<file path="config.mk">
export PLATFORM = sky130hd
export DESIGN_NAME = sec_dp
export DESIGN_NICKNAME = d
export VERILOG_FILES = /design/src/sv/sec_pkg.sv /design/src/sv/sec_dp.sv
export SDC_FILE = /design/constraint.sdc
export NUM_CORES = 2
export LEC_CHECK = 0
export ABC_AREA = 1
export BUFFER_PORTS_ARGS = -buffer_cell sky130_fd_sc_hd__buf_4
export CAP_MARGIN = 5
export CORE_MARGIN = 2
export CORE_UTILIZATION = 55
export CTS_CLUSTER_DIAMETER = 50
export CTS_CLUSTER_SIZE = 25
export DETAILED_ROUTE_END_ITERATION = 10
export PLACE_DENSITY_LB_ADDON = 0.2
export SLEW_MARGIN = 20
export SYNTH_ARGS = -nofsm -noshare
export SYNTH_HDL_FRONTEND = slang
export SYNTH_SLANG_ARGS = --single-unit
</file>
<file path="constraint.sdc">
create_clock -name clk -period 8.3 [get_ports clk]
set_clock_uncertainty 0.05 [all_clocks]
set_input_delay 1.66 -clock clk [delete_from_list [all_inputs] [get_ports clk]]
set_output_delay 1.66 -clock clk [all_outputs]
set_load 0.01 [all_outputs]
</file>
<file path="src/sv/sec_pkg.sv">
// shared types and constants for the spectrum envelope checker
`default_nettype none

package sec_pkg;

  // payload and register widths
  localparam int VALUE_W   = 32;
  localparam int ERR_W     = 19;
  localparam int NEG_W     = 17;
  localparam int COUNT_W   = 11;
  localparam int NEG_THR_W = 16;
  localparam int POS_THR_W = 19;
  localparam int LIMIT_W   = 11;
  localparam int CFG_W     = 19;
  localparam int CFG_IDX_W = 2;

  // quotient bits produced by the divider, one per step
  localparam int DIV_STEPS = ERR_W;
  localparam int STEP_W    = $clog2(DIV_STEPS);

  localparam int MAX_POINTS_DEF = 1024;

  localparam logic [ERR_W-1:0] POS_SAT = {ERR_W{1'b1}};

  // register reset values
  localparam logic [NEG_THR_W-1:0] NEG_THR_RST     = 16'd6554;
  localparam logic [POS_THR_W-1:0] POS_THR_RST     = 19'd19661;
  localparam logic [LIMIT_W-1:0]   BELOW_LIMIT_RST = 11'd5;
  localparam logic [LIMIT_W-1:0]   ABOVE_LIMIT_RST = 11'd5;

  // register indexes
  localparam logic [CFG_IDX_W-1:0] CFG_NEG_THRESHOLD = 2'd0;
  localparam logic [CFG_IDX_W-1:0] CFG_POS_THRESHOLD = 2'd1;
  localparam logic [CFG_IDX_W-1:0] CFG_BELOW_LIMIT   = 2'd2;
  localparam logic [CFG_IDX_W-1:0] CFG_ABOVE_LIMIT   = 2'd3;

  // controller to datapath
  typedef struct packed {
    logic load_in;
    logic prep;
    logic mul;
    logic div_step;
    logic update;
    logic emit;
  } sec_cmd_t;

  // datapath to controller
  typedef struct packed {
    logic last;
  } sec_sts_t;

endpackage

`default_nettype wire

</file>
<file path="src/sv/sec_dp.sv">
// datapath: error magnitude divider, threshold compares, extremes and counts
`default_nettype none

module sec_dp
  import sec_pkg::*;
#(
  parameter int MAX_POINTS = MAX_POINTS_DEF
) (
  input  wire logic                 clk,
  input  wire logic                 rst_n,
  input  wire sec_cmd_t             cmd,
  output sec_sts_t                  sts,
  input  wire logic                 cfg_we,
  input  wire logic [CFG_IDX_W-1:0] cfg_index,
  input  wire logic [CFG_W-1:0]     cfg_wdata,
  input  wire logic [VALUE_W-1:0]   in_calc_value,
  input  wire logic [VALUE_W-1:0]   in_target_value,
  input  wire logic                 in_last_point,
  output logic [ERR_W-1:0]          out_max_abs_error,
  output logic [ERR_W-1:0]          out_max_positive_error,
  output logic signed [NEG_W-1:0]   out_max_negative_error,
  output logic [COUNT_W-1:0]        out_deep_below_count,
  output logic [COUNT_W-1:0]        out_below_count,
  output logic [COUNT_W-1:0]        out_far_above_count,
  output logic                      out_pass
);

  localparam int CNT_W  = $clog2(MAX_POINTS + 1);
  localparam int CMP_W  = (CNT_W > LIMIT_W) ? CNT_W : LIMIT_W;
  localparam int NUM_W  = VALUE_W + 16;
  localparam int PROD_W = VALUE_W + POS_THR_W;

  // configuration
  logic [NEG_THR_W-1:0] neg_thr_r;
  logic [POS_THR_W-1:0] pos_thr_r;
  logic [LIMIT_W-1:0]   below_limit_r;
  logic [LIMIT_W-1:0]   above_limit_r;

  // current point
  logic [VALUE_W-1:0] calc_r, target_r;
  logic               last_r;
  logic [VALUE_W-1:0] diff_r, diff_nxt;
  logic               below_r, above_r;
  logic               sat_r;
  logic [PROD_W-1:0]  prod_r;
  logic [VALUE_W-1:0] rem_r, rem_nxt;
  logic [ERR_W-1:0]   dvd_r;
  logic [ERR_W-1:0]   quo_r;

  // running state
  logic [ERR_W-1:0] largest_r, largest_nxt;
  logic [NEG_W-1:0] neg_mag_r, neg_mag_nxt;
  logic [CNT_W-1:0] below_cnt_r, below_cnt_nxt;
  logic [CNT_W-1:0] deep_cnt_r, deep_cnt_nxt;
  logic [CNT_W-1:0] far_cnt_r, far_cnt_nxt;

  logic [POS_THR_W-1:0] thr_sel;
  logic [VALUE_W:0]     trial;
  logic                 trial_ge;
  logic [NUM_W-1:0]     num;
  logic                 over_thr;
  logic [ERR_W-1:0]     pos_err;
  logic [ERR_W-1:0]     neg_mag_ext;
  logic                 pass_now;

  function automatic logic [CNT_W-1:0] bump(input logic [CNT_W-1:0] c);
    bump = (c < CNT_W'(MAX_POINTS)) ? c + 1'b1 : c;
  endfunction

  // configuration writes
  always_ff @(posedge clk) begin
    if (!rst_n) begin
      neg_thr_r     <= NEG_THR_RST;
      pos_thr_r     <= POS_THR_RST;
      below_limit_r <= BELOW_LIMIT_RST;
      above_limit_r <= ABOVE_LIMIT_RST;
    end else if (cfg_we) begin
      case (cfg_index)
        CFG_NEG_THRESHOLD: neg_thr_r     <= cfg_wdata[NEG_THR_W-1:0];
        CFG_POS_THRESHOLD: pos_thr_r     <= cfg_wdata[POS_THR_W-1:0];
        CFG_BELOW_LIMIT:   below_limit_r <= cfg_wdata[LIMIT_W-1:0];
        CFG_ABOVE_LIMIT:   above_limit_r <= cfg_wdata[LIMIT_W-1:0];
        default: begin
        end
      endcase
    end
  end

  // input capture and prep
  always_comb begin
    diff_nxt = (calc_r < target_r) ? (target_r - calc_r) : (calc_r - target_r);
  end

  always_ff @(posedge clk) begin
    if (cmd.load_in) begin
      calc_r   <= in_calc_value;
      target_r <= in_target_value;
      last_r   <= in_last_point;
    end
    if (cmd.prep) begin
      diff_r  <= diff_nxt;
      below_r <= (calc_r < target_r);
      above_r <= (calc_r > target_r);
    end
  end

  // threshold product and divider setup, then one quotient bit per step
  assign thr_sel  = below_r ? POS_THR_W'(neg_thr_r) : pos_thr_r;
  assign trial    = {rem_r, dvd_r[ERR_W-1]};
  assign trial_ge = (trial >= {1'b0, target_r});

  always_comb begin
    rem_nxt = trial_ge ? VALUE_W'(trial - {1'b0, target_r}) : trial[VALUE_W-1:0];
  end

  always_ff @(posedge clk) begin
    if (cmd.mul) begin
      prod_r <= PROD_W'(thr_sel) * PROD_W'(target_r);
      // quotient would not fit in 19 bits (also covers a zero target)
      sat_r  <= ({3'b000, diff_r} >= {target_r, 3'b000});
      rem_r  <= VALUE_W'(diff_r >> 3);
      dvd_r  <= {diff_r[2:0], 16'h0000};
      quo_r  <= '0;
    end else if (cmd.div_step) begin
      rem_r <= rem_nxt;
      dvd_r <= {dvd_r[ERR_W-2:0], 1'b0};
      quo_r <= {quo_r[ERR_W-2:0], trial_ge};
    end
  end

  // accumulate
  assign num         = {diff_r, 16'h0000};
  assign over_thr    = (PROD_W'(num) > prod_r);
  assign pos_err     = sat_r ? POS_SAT : quo_r;
  assign neg_mag_ext = ERR_W'(neg_mag_r);

  always_comb begin
    largest_nxt   = largest_r;
    neg_mag_nxt   = neg_mag_r;
    below_cnt_nxt = below_cnt_r;
    deep_cnt_nxt  = deep_cnt_r;
    far_cnt_nxt   = far_cnt_r;
    if (cmd.update) begin
      if (below_r) begin
        below_cnt_nxt = bump(below_cnt_r);
        if (over_thr) begin
          deep_cnt_nxt = bump(deep_cnt_r);
        end
        if (quo_r > neg_mag_ext) begin
          neg_mag_nxt = quo_r[NEG_W-1:0];
        end
      end else if (above_r) begin
        if (over_thr) begin
          far_cnt_nxt = bump(far_cnt_r);
        end
        if (pos_err > largest_r) begin
          largest_nxt = pos_err;
        end
      end
    end else if (cmd.emit) begin
      largest_nxt   = '0;
      neg_mag_nxt   = '0;
      below_cnt_nxt = '0;
      deep_cnt_nxt  = '0;
      far_cnt_nxt   = '0;
    end
  end

  always_ff @(posedge clk) begin
    if (!rst_n) begin
      largest_r   <= '0;
      neg_mag_r   <= '0;
      below_cnt_r <= '0;
      deep_cnt_r  <= '0;
      far_cnt_r   <= '0;
    end else begin
      largest_r   <= largest_nxt;
      neg_mag_r   <= neg_mag_nxt;
      below_cnt_r <= below_cnt_nxt;
      deep_cnt_r  <= deep_cnt_nxt;
      far_cnt_r   <= far_cnt_nxt;
    end
  end

  // result register
  assign pass_now = (deep_cnt_r == '0)
                 && (CMP_W'(below_cnt_r) <= CMP_W'(below_limit_r))
                 && (CMP_W'(far_cnt_r) <= CMP_W'(above_limit_r));

  always_ff @(posedge clk) begin
    if (cmd.emit) begin
      out_max_abs_error      <= (largest_r > neg_mag_ext) ? largest_r : neg_mag_ext;
      out_max_positive_error <= largest_r;
      out_max_negative_error <= NEG_W'(-neg_mag_r);
      out_deep_below_count   <= COUNT_W'(deep_cnt_r);
      out_below_count        <= COUNT_W'(below_cnt_r);
      out_far_above_count    <= COUNT_W'(far_cnt_r);
      out_pass               <= pass_now;
    end
  end

  assign sts.last = last_r;

endmodule

`default_nettype wire

</file>
# Word-level counts from Yosys, hierarchy flattened
# Cells that the tools add are included.
[classes] addsub=7 n_mul=1 magnitude_cmp=13 eq_ne=12 n_mux=31 n_reduce_logical=15
[ops] operator="$mux W19" count=9
[ops] operator="$mux W11" count=13
[ops] operator="$sub A32 B32 Y32" count=3
[ops] operator="$mux W17" count=5
[ops] operator="$mux W32" count=2
[ops] operator="$mux W29" count=2
[ops] operator="$gt A48 B51 Y1" count=1
[ops] operator="$mul A19 B32 Y51" count=1
[ops] operator="$gt A19 B17 Y1" count=2
[ops] operator="$ge A32 B35 Y1" count=1
[ops] operator="$add A11 B1 Y11 const B" count=3
[ops] operator="$ge A33 B32 Y1" count=1
[ops] operator="$lt A11 B11 Y1 const B" count=3
[ops] operator="$gt A32 B32 Y1" count=1
[ops] operator="$lt A32 B32 Y1" count=1
[ops] operator="$le A11 B11 Y1" count=2
[ops] operator="$gt A19 B19 Y1" count=1
[ops] operator="$neg A17 Y17" count=1
[ops] operator="$ne A2 B1 Y1 const B" count=8
[ops] operator="$logic_not A11 Y1" count=1
[ops] operator="$reduce_and A2 Y1" count=4
[ops] operator="$reduce_and A4 Y1" count=2
[ops] operator="$reduce_and A3 Y1" count=2
[ops] operator="$reduce_and A5 Y1" count=1
[ops] operator="6 further kinds" count=9
[word_totals] regBits=420 input_bits=95 out_inout_bits=90 word_cells=108

# Logic depth before layout (Yosys ltp)
[depth] depth_word=6 mapped_depth=31

# Least setup slack after synthesis
# OpenSTA, ideal clock, no wires.
[synth_path] kind="register to register" start="reg below_r" end="reg prod_r[26] (data pin)" setup_time_ps=259 arrival_time_ps=6222 t_required_ps=7991 path_slack_ps=1769 stages_incl_launch_ff=31 path_buffers=3 synth_period_minus_slack_ps=6531 path_cell_list="edfxtp_1 inv_1 clkbuf_1 clkbuf_1 or2_2 nand2_1 inv_1 clkbuf_1 nand2_1 fa_1 inv_1 fa_1 inv_1 fa_1 inv_1 fa_1 fa_1 inv_1 fa_1 inv_1 ha_1 a21o_1 nor2_1 inv_1 a21oi_1 nand2_1 a21oi_1 inv_1 nand2_1 nand2_1 xor2_1"
[synth_via] elab_chain_cells=2
[synth_lines] element="start, declared" line_no="sec_dp.sv:43" text="logic below_r, above_r;"
[synth_lines] element="start signal, assigned" line_no="sec_dp.sv:102" text="below_r <= (calc_r < target_r);"
[synth_lines] element="$mux W19" line_no="sec_dp.sv:108" text="assign thr_sel = below_r ? POS_THR_W'(neg_thr_r) : pos_thr_r;"
[synth_lines] element="$mul A19 B32 Y51" line_no="sec_dp.sv:118" text="prod_r <= PROD_W'(thr_sel) * PROD_W'(target_r);"
[synth_lines] element="end signal, assigned" line_no="sec_dp.sv:118"
[synth_lines] element="end, declared" line_no="sec_dp.sv:45" text="logic [PROD_W-1:0] prod_r;"
# Every way passes these cells.
# A chain may end at the register's enable or synchronous reset.

# Worst setup path in the final report
[layout_path] start="reg below_r" end="reg prod_r[30] (data pin)"
# The elaborated chain is that of the path after synthesis.

==> summary.md <==
| Metric | Value |
|---|---|
| Outcome | `complete, no violations` |
| Syn_nets | `6537` |
| Hold worst-path end | `below_limit_r[8]` |
| Cell Rows | `104` |
| Gr usage total | `37.3%` |
| Num CTS Buffers | `45` |
| FF-to-FF setup slack | `0.36 ns` |
| Ports | `185` |
| CP delay by family, top | `adder cells` |
| Most numerous cell on the critical path | `fa_1` |
| Max Cap Viol | `0` |
| Layout area overhead | `10.2%` |
| Worst path bufs/invs | `6` |
| Number of detailed-route iterations in the first pass | `6` |
| R2R depth | `23` |
| Synth Cell Area | `0.0445 sq mm` |
| Beginning of the worst register-to-register path | `below_r` |
| Worst setup EP type | `flip-flop` |
| RSZ-0062 raised after global routing | `no` |
| Setup violations, final | `0` |
| Worst slew pin tran | `1.16 ns` |
| Sequential cell area fraction in the yosys report | `25.0%` |
| H-tree depth | `2` |
| Routed wire length | `152 mm` |
| Starting density of the core | `55.4%` |
| Synth Instances | `5558` |
| Number of synthesized register bits | `420` |
| IO Port Bufs | `184` |
| Post-DP HPWL | `120 mm` |
| Most frequent cells in the layout | `nand2_1 (1214), inv_1 (1043), nor2_1 (674)` |
| Post-synth EDFFs | `272` |
| Post-route minimum period | `7.94 ns` |
| Routed vias | `38500` |
| Post-synthesis adder-cell area fraction | `33.5%` |
| Startpoint types | `flip-flop` |
| Final period utilization | `95.6%` |
| Largest net degree at the start of global routing | `94` |
| Share of layout cells above drive strength 1 | `7.72%` |
| Vias per cell | `5.64` |
| Most common cell after layout, fill and taps aside | `nand2_1` |
| Worst hold start | `below_limit_r[8]` |
| Global-route wire length before repair | `232 mm` |
| Final ANT Viol Nets | `0` |
| Worst-path maximum fanout | `20` |
| DRC | `0` |
| CTS tree | `built` |
| DP Cell Count | `6741` |
| Avg Cell Area, Syn | `8.01 sq um` |
| Hold Crit Depth | `2` |
| Clock buffer depth | `3` |
| Worst EP required | `8.60 ns` |
| Post-CTS Setup Inserts | `0` |
| Setup TNS | `0 ns` |
| Vias in the first global route | `38700` |
| # clock sinks | `420` |
| Simple-Gate Fraction of Synth Area | `20.7%` |
| Clock root buffer | `clkbuf_16` |
| Complex-gate fraction of the synthesized area | `7.82%` |
| Total die area | `0.0832 sq mm` |
| Number of distinct library cells after synthesis | `56` |
| CTS resizes | `0` |
| Hold Crit Class | `reg2reg` |
| Slew Limit Fails | `0` |
| RR Endpoint | `prod_r[30]` |
| Clock Latency Late Sink | `0.63 ns` |
| Mux cell area share after synthesis | `0.0225%` |
| Clk pin slew, worst setup/hold paths | `0.08 ns` |
| Initial DRC Count | `3651` |
| Synth async-reset ratio | `0%` |
| # nets final | `6707` |
| Critical path data arrival time | `8.24 ns` |
| Syn. warnings | `0` |
| GP Congestion | `1.02` |
| Placeable Area | `0.0803 sq mm` |
| CP Class | `reg2reg` |
| Non-filler cells, final | `6826` |
| Ys flop type | `edfxtp_1` |
| Hold Buf Count CTS | `0` |
| Remaining Overflow, GRT | `0` |
| Final Hold Viols | `0` |
| Crit-path slowest cell | `fa_1` |
| Die X-Extent | `288 um` |
| Routed len/inst | `22.2 um` |
| Slowest stage delay, CP | `0.59 ns` |
| Synth Area in XOR/XNOR | `2.30%` |
| Worst relative slew slack | `22.1%` |
| Fmax | `126 MHz` |
| Die Y-Extent | `288 um` |
| Critical-path cell list | `inv_1 > or2_2 > nand2_1 > inv_1 > buf_4 > nand2_1 > fa_1 > fa_1 > fa_1 > inv_1 > fa_1 > fa_1 > inv_1 > fa_1 > inv_1 > ha_1 > nand2_1 > nor2_1 > nand2_1 > nor4_1 > a21oi_1 > o21ai_0 > xor2_1` |
| Main combinational cell family by area after synthesis | `adder cells` |
| Antenna violations before repair | `4` |
-- registers in the layout (all words and copies together) (netlist names), 11 cells and up --
| register | count |
|---|---|
| neg_mag_r | 17 |
| pos_thr_r | 19 |
| above_limit_r | 11 |
| below_limit_r | 11 |
| target_r | 32 |
| out_deep_below_count | 11 |
| deep_cnt_r | 11 |
| neg_thr_r | 16 |
| out_max_positive_error | 19 |
| out_max_negative_error | 17 |
| prod_r | 51 |
| far_cnt_r | 11 |
| largest_r | 19 |
| quo_r | 19 |
| out_max_abs_error | 19 |
| below_cnt_r | 11 |
| calc_r | 32 |
| out_below_count | 11 |
| rem_r | 32 |
| out_far_above_count | 11 |
| diff_r | 32 |
-- cells in the mapped netlist, types with 6 or more instances --
master	instances	area share, %
nand2_1	1214	10
inv_1	1044	8.8
nor2_1	674	5.7
fa_1	512	23
ha_1	372	10
a21oi_1	280	3.1
edfxtp_1	272	18
nand3_1	203	2.3
o21ai_0	182	2.0
dfxtp_1	148	6.7
clkbuf_1	123	1.0
xor2_1	84	1.7
nor3_1	47	0.53
nand3b_1	35	0.59
nand4_1	35	0.49
xnor2_1	33	0.65
or2_2	31	0.44
a21o_1	26	0.44
o21ai_1	23	0.26
a31oi_1	21	0.30
buf_2	19	0.21
o21bai_1	19	0.32
o22ai_1	18	0.25
inv_2	17	0.14
o21a_1	17	0.29
a21boi_0	11	0.19
clkinv_1	11	0.093
clkbuf_2	10	0.11
nor4_1	10	0.14
o211ai_1	10	0.17
o21ai_2	6	0.12
-- final cells by class --
class	instances	area (sq um)
fill	7267	31200
multi-input combinational	3899	28700
sequential	420	11100
inverter	1072	4030
timing repair buffer	290	2200
tap	1060	1330
clock buffer	49	1180
clock inverter	35	502
antenna	1	2.50
-- logic make-up after synthesis --
kind of cell             count (synthesis)
adder cells (fa/ha/maj)                884
flip-flops                             420
multiplexers                             1
buffers and inverters                 1239
XOR/XNOR                               117
AND/OR/NAND/NOR                       2268
AO/OA/AOI/OAI                          629
-- worst max path at each step --
stage | from | depth (start not counted) | end
4_1_cts | below_r | 23 | prod_r[30]
3_5_place_dp | below_r | 23 | prod_r[30]
5_1_grt | below_r | 23 | prod_r[30]
2_1_floorplan | below_r | 30 | prod_r[26]
6_report | below_r | 23 | prod_r[30]
3_3_place_gp | below_r | 23 | prod_r[30]
-- metal layers --
layer	GRT usage, %	wire length [um]
met1	46.6	57400
met2	59.7	68100
met3	7.97	15000
met4	22.3	11100
met5	0	13
-- per-stage QoR --
stage                     area (sq um)  util, %  setup WS [ns]  hold slack [ns]
after global routing             49100     61.1          0.127            0.433
after CTS                        49000     61.1          0.547            0.412
final                            49100     61.1          0.364            0.414
after global placement           47400     59.0          0.688            0.383
after floorplan                  44500        -           1.77            0.371
after detailed placement         47400     59.0          0.585            0.392
-- tightest hold or removal path, cell delays in order (launching register included) --
cell and delay [ns]:
dfxtp_1 0.30, inv_1 0.06, a21oi_1 0.06
Power is left out: the tool's default activity adds up to more than one toggle a clock period on the data nets, which glitch-free logic cannot reach.
